$ cat src/sv/bfds_pkg.sv
// Shared types and constants for the byte FIFO with drop statistics.
package bfds_pkg;

    localparam int QUEUE_DEPTH_DEF = 64;
    localparam int BYTE_W          = 8;
    localparam int FILL_W          = 7;
    localparam int CNT_W           = 32;
    localparam int S_TDATA_W       = 16;
    localparam int M_TDATA_W       = 112;
    localparam int STATUS_W        = 2;

    typedef enum logic [1:0] {
        ST_OK      = 2'd0,
        ST_FULL    = 2'd1,
        ST_EMPTY   = 2'd2,
        ST_BAD_ARG = 2'd3
    } status_t;

    typedef enum logic {
        KIND_SUBMIT = 1'b0,
        KIND_READ   = 1'b1
    } kind_t;

    typedef enum logic [2:0] {
        OP_NONE,
        OP_PUSH,
        OP_DROP,
        OP_REJECT_EMPTY,
        OP_REJECT_ARG,
        OP_START_READ,
        OP_POP
    } op_t;

    typedef struct packed {
        logic full;
        logic empty;
        logic req_zero;
        logic remain_one;
        logic out_free;
    } dp_sts_t;

endpackage

$ cat src/sv/bfds_ram.sv
// Generic single-write, single-read RAM with registered read data.
module bfds_ram #(
    parameter int WIDTH = 8,
    parameter int DEPTH = 64
) (
    input  logic                     aclk,
    input  logic                     we,
    input  logic [$clog2(DEPTH)-1:0] waddr,
    input  logic [WIDTH-1:0]         wdata,
    input  logic [$clog2(DEPTH)-1:0] raddr,
    output logic [WIDTH-1:0]         rdata
);

    logic [WIDTH-1:0] mem [DEPTH];
    logic [WIDTH-1:0] rdata_reg;

    always_ff @(posedge aclk) begin
        if (we) begin
            mem[waddr] <= wdata;
        end
        rdata_reg <= mem[raddr];
    end

    assign rdata = rdata_reg;

endmodule

$ cat src/sv/bfds_ctrl.sv
// Controller: accepts items and sequences the byte-by-byte read drain.
module bfds_ctrl (
    input  logic              aclk,
    input  logic              aresetn,
    input  logic              s_tvalid,
    input  logic              s_tuser,
    output logic              s_tready,
    input  bfds_pkg::dp_sts_t sts,
    output bfds_pkg::op_t     op
);
    import bfds_pkg::*;

    typedef enum logic {
        S_IDLE,
        S_READ
    } state_t;

    state_t state_reg;
    state_t state_next;

    always_comb begin
        state_next = state_reg;
        op         = OP_NONE;
        s_tready   = 1'b0;
        unique case (state_reg)
            S_IDLE: begin
                s_tready = sts.out_free;
                if (s_tvalid && sts.out_free) begin
                    if (kind_t'(s_tuser) == KIND_SUBMIT) begin
                        op = sts.full ? OP_DROP : OP_PUSH;
                    end else if (sts.req_zero) begin
                        op = OP_REJECT_ARG;
                    end else if (sts.empty) begin
                        op = OP_REJECT_EMPTY;
                    end else begin
                        op         = OP_START_READ;
                        state_next = S_READ;
                    end
                end
            end
            S_READ: begin
                // advance one byte per free output slot
                if (sts.out_free) begin
                    op = OP_POP;
                    if (sts.remain_one) begin
                        state_next = S_IDLE;
                    end
                end
            end
            default: state_next = S_IDLE;
        endcase
    end

    always_ff @(posedge aclk) begin
        if (!aresetn) begin
            state_reg <= S_IDLE;
        end else begin
            state_reg <= state_next;
        end
    end

endmodule

$ cat src/sv/bfds_dp.sv
// Datapath: pointers, fill level, statistics counters, byte store and result register.
module bfds_dp #(
    parameter int QUEUE_DEPTH = bfds_pkg::QUEUE_DEPTH_DEF
) (
    input  logic                          aclk,
    input  logic                          aresetn,
    input  logic [bfds_pkg::S_TDATA_W-1:0] s_tdata,
    input  bfds_pkg::op_t                 op,
    output bfds_pkg::dp_sts_t             sts,
    output logic                          m_tvalid,
    input  logic                          m_tready,
    output logic [bfds_pkg::M_TDATA_W-1:0] m_tdata,
    output logic [bfds_pkg::STATUS_W-1:0] m_tuser,
    output logic                          m_tlast
);
    import bfds_pkg::*;

    localparam int PTR_W = $clog2(QUEUE_DEPTH);

    logic [PTR_W-1:0]  head_reg, head_next, head_adv;
    logic [PTR_W-1:0]  tail_reg, tail_next, tail_adv;
    logic [FILL_W-1:0] fill_reg, fill_next;
    logic [FILL_W-1:0] remain_reg, remain_next;
    logic [CNT_W-1:0]  drop_reg, drop_next;
    logic [CNT_W-1:0]  acc_reg, acc_next;
    logic [CNT_W-1:0]  drain_reg, drain_next;
    logic              out_valid_reg, out_valid_next;
    status_t           out_status_reg, out_status_next;
    logic [BYTE_W-1:0] out_byte_reg, out_byte_next;
    logic              out_last_reg, out_last_next;

    logic [BYTE_W-1:0] in_byte;
    logic [FILL_W-1:0] in_req;
    logic [BYTE_W-1:0] ram_rdata;
    logic [PTR_W-1:0]  ram_raddr;
    logic              ram_we;

    assign in_byte = s_tdata[BYTE_W-1:0];
    assign in_req  = s_tdata[BYTE_W+FILL_W-1:BYTE_W];

    assign head_adv = (head_reg == PTR_W'(QUEUE_DEPTH - 1)) ? '0 : head_reg + 1'b1;
    assign tail_adv = (tail_reg == PTR_W'(QUEUE_DEPTH - 1)) ? '0 : tail_reg + 1'b1;

    assign sts.full       = (fill_reg >= FILL_W'(QUEUE_DEPTH));
    assign sts.empty      = (fill_reg == '0);
    assign sts.req_zero   = (in_req == '0);
    assign sts.remain_one = (remain_reg == FILL_W'(1));
    assign sts.out_free   = !out_valid_reg || m_tready;

    assign ram_we = (op == OP_PUSH);
    // prefetch the following slot when this byte leaves, else hold the current one
    assign ram_raddr = (op == OP_POP) ? head_adv : head_reg;

    bfds_ram #(
        .WIDTH(BYTE_W),
        .DEPTH(QUEUE_DEPTH)
    ) u_store (
        .aclk (aclk),
        .we   (ram_we),
        .waddr(tail_reg),
        .wdata(in_byte),
        .raddr(ram_raddr),
        .rdata(ram_rdata)
    );

    always_comb begin
        head_next       = head_reg;
        tail_next       = tail_reg;
        fill_next       = fill_reg;
        remain_next     = remain_reg;
        drop_next       = drop_reg;
        acc_next        = acc_reg;
        drain_next      = drain_reg;
        out_valid_next  = out_valid_reg && !m_tready;
        out_status_next = out_status_reg;
        out_byte_next   = out_byte_reg;
        out_last_next   = out_last_reg;
        unique case (op)
            OP_NONE: ;
            OP_PUSH: begin
                tail_next       = tail_adv;
                fill_next       = fill_reg + 1'b1;
                acc_next        = acc_reg + 1'b1;
                out_valid_next  = 1'b1;
                out_status_next = ST_OK;
                out_byte_next   = '0;
                out_last_next   = 1'b1;
            end
            OP_DROP: begin
                drop_next       = drop_reg + 1'b1;
                out_valid_next  = 1'b1;
                out_status_next = ST_FULL;
                out_byte_next   = '0;
                out_last_next   = 1'b1;
            end
            OP_REJECT_EMPTY: begin
                out_valid_next  = 1'b1;
                out_status_next = ST_EMPTY;
                out_byte_next   = '0;
                out_last_next   = 1'b1;
            end
            OP_REJECT_ARG: begin
                out_valid_next  = 1'b1;
                out_status_next = ST_BAD_ARG;
                out_byte_next   = '0;
                out_last_next   = 1'b1;
            end
            OP_START_READ: begin
                remain_next = (in_req < fill_reg) ? in_req : fill_reg;
            end
            OP_POP: begin
                head_next       = head_adv;
                fill_next       = fill_reg - 1'b1;
                drain_next      = drain_reg + 1'b1;
                remain_next     = remain_reg - 1'b1;
                out_valid_next  = 1'b1;
                out_status_next = ST_OK;
                out_byte_next   = ram_rdata;
                out_last_next   = (remain_reg == FILL_W'(1));
            end
            default: ;
        endcase
    end

    always_ff @(posedge aclk) begin
        if (!aresetn) begin
            head_reg      <= '0;
            tail_reg      <= '0;
            fill_reg      <= '0;
            remain_reg    <= '0;
            drop_reg      <= '0;
            acc_reg       <= '0;
            drain_reg     <= '0;
            out_valid_reg <= 1'b0;
        end else begin
            head_reg      <= head_next;
            tail_reg      <= tail_next;
            fill_reg      <= fill_next;
            remain_reg    <= remain_next;
            drop_reg      <= drop_next;
            acc_reg       <= acc_next;
            drain_reg     <= drain_next;
            out_valid_reg <= out_valid_next;
        end
        out_status_reg <= out_status_next;
        out_byte_reg   <= out_byte_next;
        out_last_reg   <= out_last_next;
    end

    // counters and fill level only change when a new result is loaded, so they match the held result
    assign m_tvalid = out_valid_reg;
    assign m_tuser  = out_status_reg;
    assign m_tlast  = out_last_reg;
    assign m_tdata  = {drain_reg, acc_reg, drop_reg, fill_reg, (fill_reg != '0), out_byte_reg};

endmodule

$ cat src/sv/byte_fifo_with_drop_stats.sv
// Top level: circular byte FIFO with drop, submit and read statistics.
// Submit and rejected reads: result in the cycle after the input transfer; one item per cycle
// while m_tready holds. Good read of N bytes: the controller enters its read state, then the
// bytes follow one per cycle while m_tready holds; s_tready stays low until the last byte.
// Reset clears pointers, fill level, counters and the result valid flag; the byte store
// is not cleared, as a slot is only read after it has been written.
module byte_fifo_with_drop_stats #(
    parameter int QUEUE_DEPTH = bfds_pkg::QUEUE_DEPTH_DEF
) (
    input  logic                           aclk,
    input  logic                           aresetn,
    input  logic                           s_tvalid,
    output logic                           s_tready,
    input  logic [bfds_pkg::S_TDATA_W-1:0] s_tdata,  // data_byte[7:0], request_length[14:8]
    input  logic                           s_tuser,  // kind[0]
    output logic                           m_tvalid,
    input  logic                           m_tready,
    // read_byte[7:0], can_progress[8], buffered_count[15:9], dropped_count[47:16],
    // submitted_count[79:48], total_read_count[111:80]
    output logic [bfds_pkg::M_TDATA_W-1:0] m_tdata,
    output logic [bfds_pkg::STATUS_W-1:0]  m_tuser,  // status[1:0]
    output logic                           m_tlast
);
    import bfds_pkg::*;

    op_t     op;
    dp_sts_t sts;

    bfds_ctrl u_ctrl (
        .aclk    (aclk),
        .aresetn (aresetn),
        .s_tvalid(s_tvalid),
        .s_tuser (s_tuser),
        .s_tready(s_tready),
        .sts     (sts),
        .op      (op)
    );

    bfds_dp #(
        .QUEUE_DEPTH(QUEUE_DEPTH)
    ) u_dp (
        .aclk    (aclk),
        .aresetn (aresetn),
        .s_tdata (s_tdata),
        .op      (op),
        .sts     (sts),
        .m_tvalid(m_tvalid),
        .m_tready(m_tready),
        .m_tdata (m_tdata),
        .m_tuser (m_tuser),
        .m_tlast (m_tlast)
    );

endmodule

$ cat config.mk
export PLATFORM = sky130hd
export DESIGN_NAME = byte_fifo_with_drop_stats
export DESIGN_NICKNAME = d
export VERILOG_FILES = /design/src/sv/bfds_pkg.sv /design/src/sv/bfds_ram.sv /design/src/sv/bfds_ctrl.sv /design/src/sv/bfds_dp.sv /design/src/sv/byte_fifo_with_drop_stats.sv
export SDC_FILE = /design/constraint.sdc
export NUM_CORES = 1
export LEC_CHECK = 0
export BUFFER_PORTS_ARGS = -buffer_cell sky130_fd_sc_hd__buf_2
export CORE_UTILIZATION = 40
export DETAILED_ROUTE_END_ITERATION = 8
export MAX_ROUTING_LAYER = met4
export PLACE_DENSITY_LB_ADDON = 0.15
export RECOVER_POWER = 100
export SKIP_CTS_REPAIR_TIMING = 1
export SLEW_MARGIN = 20
export SYNTH_ARGS = -nofsm -noshare
export SYNTH_HDL_FRONTEND = slang
export SYNTH_SLANG_ARGS = --single-unit
$ cat constraint.sdc
create_clock -name aclk -period 4.47 [get_ports aclk]
set_clock_uncertainty 0.2 [all_clocks]
set_input_delay 1.1175 -clock aclk [delete_from_list [all_inputs] [get_ports aclk]]
set_output_delay 1.1175 -clock aclk [all_outputs]
set_load 0.05 [all_outputs]
==> results.toml <==
[floorplan]
die_h_um = 281
core.rowCount = 101
fp.dieArea_sq_um = 79000
core-area_sq_um = 76500
die_x_um = 281
ioPinCount = 138
start_util_pct = 40.7

[global_routing]
grt_pass1_wl_mm = 134
gr-total-overflow = 0
grt_pass1_vias = 21698
track_usage_pct = 22.9
grt_max_degree = 113
antenna_found_initial = 6

[timing]
setup_viol = 0
fmax_mhz = 251
hold_slack_ps = 289
final_hold_viol_count = 0
rsz0062_at_grt = "no"
slew_viol_final = 339
setup_tns_ps = 0
relSlewSlack_pct = -83.8
min_period_over_period_pct = 89.1
period_minus_slack_ps = 3980
tightestPinTransition_ps = 2760
setup_ws_ps = 489

[routing]
vias = 22493
drt_iter0_markers = 1938
firstDrtPassIters = 5
wl_per_cell_um = 22.5
totalWireLength_mm = 89.1
drc = 0
detail-route-antenna-nets = 0
vias_per_cell = 5.67

[run_status]
violations = "max-capacitance violations, max-slew violations"
status = "complete, but fails checks"

[logic_synthesis]
muxShareOfSynthArea_pct = 4.64
ys_seq_area_share_pct = 58.9
synth_area_leader_cell = "edfxtp_1"
synthTopCellsByArea = "edfxtp_1 (50%), dfxtp_1 (8.5%), nand2b_1 (4.7%), a211oi_1 (4.4%), nand2_1 (3.2%)"
synthXorXnorAreaFrac_pct = 2.67
synthFlopType = "edfxtp_1"
synth-edff-count = 523
synthArstFlopShare_pct = 0
yosys.area_share.simple_pct = 16.1
synthAdderAreaFrac_pct = 0.787
synth_top_area_share_pct = 50.4
synthCells = 2737
syn_nets = 2777
synth.ff_latch_count = 655
yosysWarnings = 0
synth_cell_types = 81
avgSynthCellArea_sq_um = 11.4
syn_area_sq_um = 31200
synth-compound-area-share_pct = 13.1
synth_top_family_by_area = "simple AND/OR/NAND/NOR gates"

[cells_and_area]
final_cell_mix = "edfxtp_1 (523), nand2_1 (266), nor2_1 (259)"
drive_gt1_share_pct = 7.57
final_common_cell = "edfxtp_1"
synthToLayoutAreaGrowth_pct = 13.1
regMostFlops = "u_dp.u_store.mem"
final_cells = 3966
nets = 2914
largest_register_ffs = 512

[clock_network]
clock_latency_ps = 620
cts_buffers = 74
ctsHtreeMaxLevel = 3
clk_path_buf_depth = 3
cts_tree = "yes"
cts-root-buf = "clkbuf_16"
cts_sinks = 655
path_clk_slew_ps = 60

[critical_path]
cp-start-kind = "input port"
cp.arrival_ps = 2660
rr_worst_depth = 9
crit_required_ps = 3150
worstSetupEndpointType = "output pin"
crit_type = "input port to output pin"
crit_fanout = 30

[power_and_ir_drop]
power.density_nw_per_um2 = 420
leakage_nw = 11.7
ir_worst_vdd_v = 0.000241
power_mw = 14.8

[hold_path]
hold_class = "register to register"
hold_depth = 2

[placed_design]
dp_cells = 3828
place_congestion = 0.890
numPortBuffers = 136
dp_slack_ps = 403
place_hpwl_mm = 55.2

[job]
drv_cap = 8
[cell usage after synthesis (all sizes together), types with 2 or more instances]
cell,number
xnor2,36
nor3,25
o21bai,4
edfxtp,523
xor2,58
o22a,16
o22ai,19
or3b,2
or2,11
o2111ai,18
mux2i,87
a22oi,58
o21ai,55
nand2,267
ha,18
and3,47
nor2,259
clkbuf,96
o2bb2ai,3
a211oi,183
nor4,9
nand3b,7
or3,14
nand4,24
nand3,50
a21o,5
and2,14
a31oi,55
nand2b,236
a21oi,94
nor2b,7
a311oi,57
and4,12
or4,10
dfxtp,132
buf,107
mux4,25
inv,68
nand4b,4
o211ai,3
[metal layers]
layer | vias up | wire length, um | share of wire (%) | GRT usage (%)
met5 | - | 0 | 0 | -
li1 | 10423 | - | - | -
met1 | 11234 | 38100 | 43 | 29.5
met4 | 0 | 2000 | 2.2 | 6.84
met2 | 707 | 42800 | 48 | 37.1
met3 | 129 | 6120 | 6.9 | 3.79
[power breakdown]
| part | switching (mW) | internal [mW] |
|---|---|---|
| Clock | 2.46 | 3.60 |
| Combinational | 1.34 | 0.583 |
| Sequential | 0.126 | 6.68 |
[path summary, 6_finish.rpt]
check	end	slack [ps]	from
max	s_tready	490	m_tready
min	u_dp.drain_reg[1]	290	u_dp.drain_reg[1]
max reg2reg	u_dp.u_store.rdata[1]	600	u_dp.head_reg[0]
min reg2reg	u_dp.drain_reg[1]	290	u_dp.drain_reg[1]
[critical path, cell delays in order]
cell and delay [ps]:
clkbuf_1 120, nor2b_4 400, clkbuf_2 680, nor2_1 90
buf_2 250
[area by class of cell]
class	instances	area [sq um]
clock buffers	103	2160
multi-input cells	1810	11600
fillers	6950	41200
repair buffers	264	1260
inverters	69	264
flip-flops and latches	655	18400
well taps	1030	1290
clock inverters	32	254
diodes	3	7.51
[through the flow]
step	utilization [%]	cell area [sq um]
floorplan	-	31200
global placement	43.6	33400
detailed placement	43.6	33400
CTS	46.8	35800
global route	46.1	35200
finish	46.1	35200
[kinds of logic (layout without fill, tap and decap cells)]
group                    after synthesis  after routing
multiplexers                         113            113
XOR/XNOR                              94             94
adder cells (fa/ha/maj)               19             19
other                                  0              3
AND/OR/NAND/NOR                      999            999
flip-flops                           655            655
AO/OA/AOI/OAI                        585            585
buffers and inverters                272            468
Note: power is estimated with default switching activity, not from simulation.
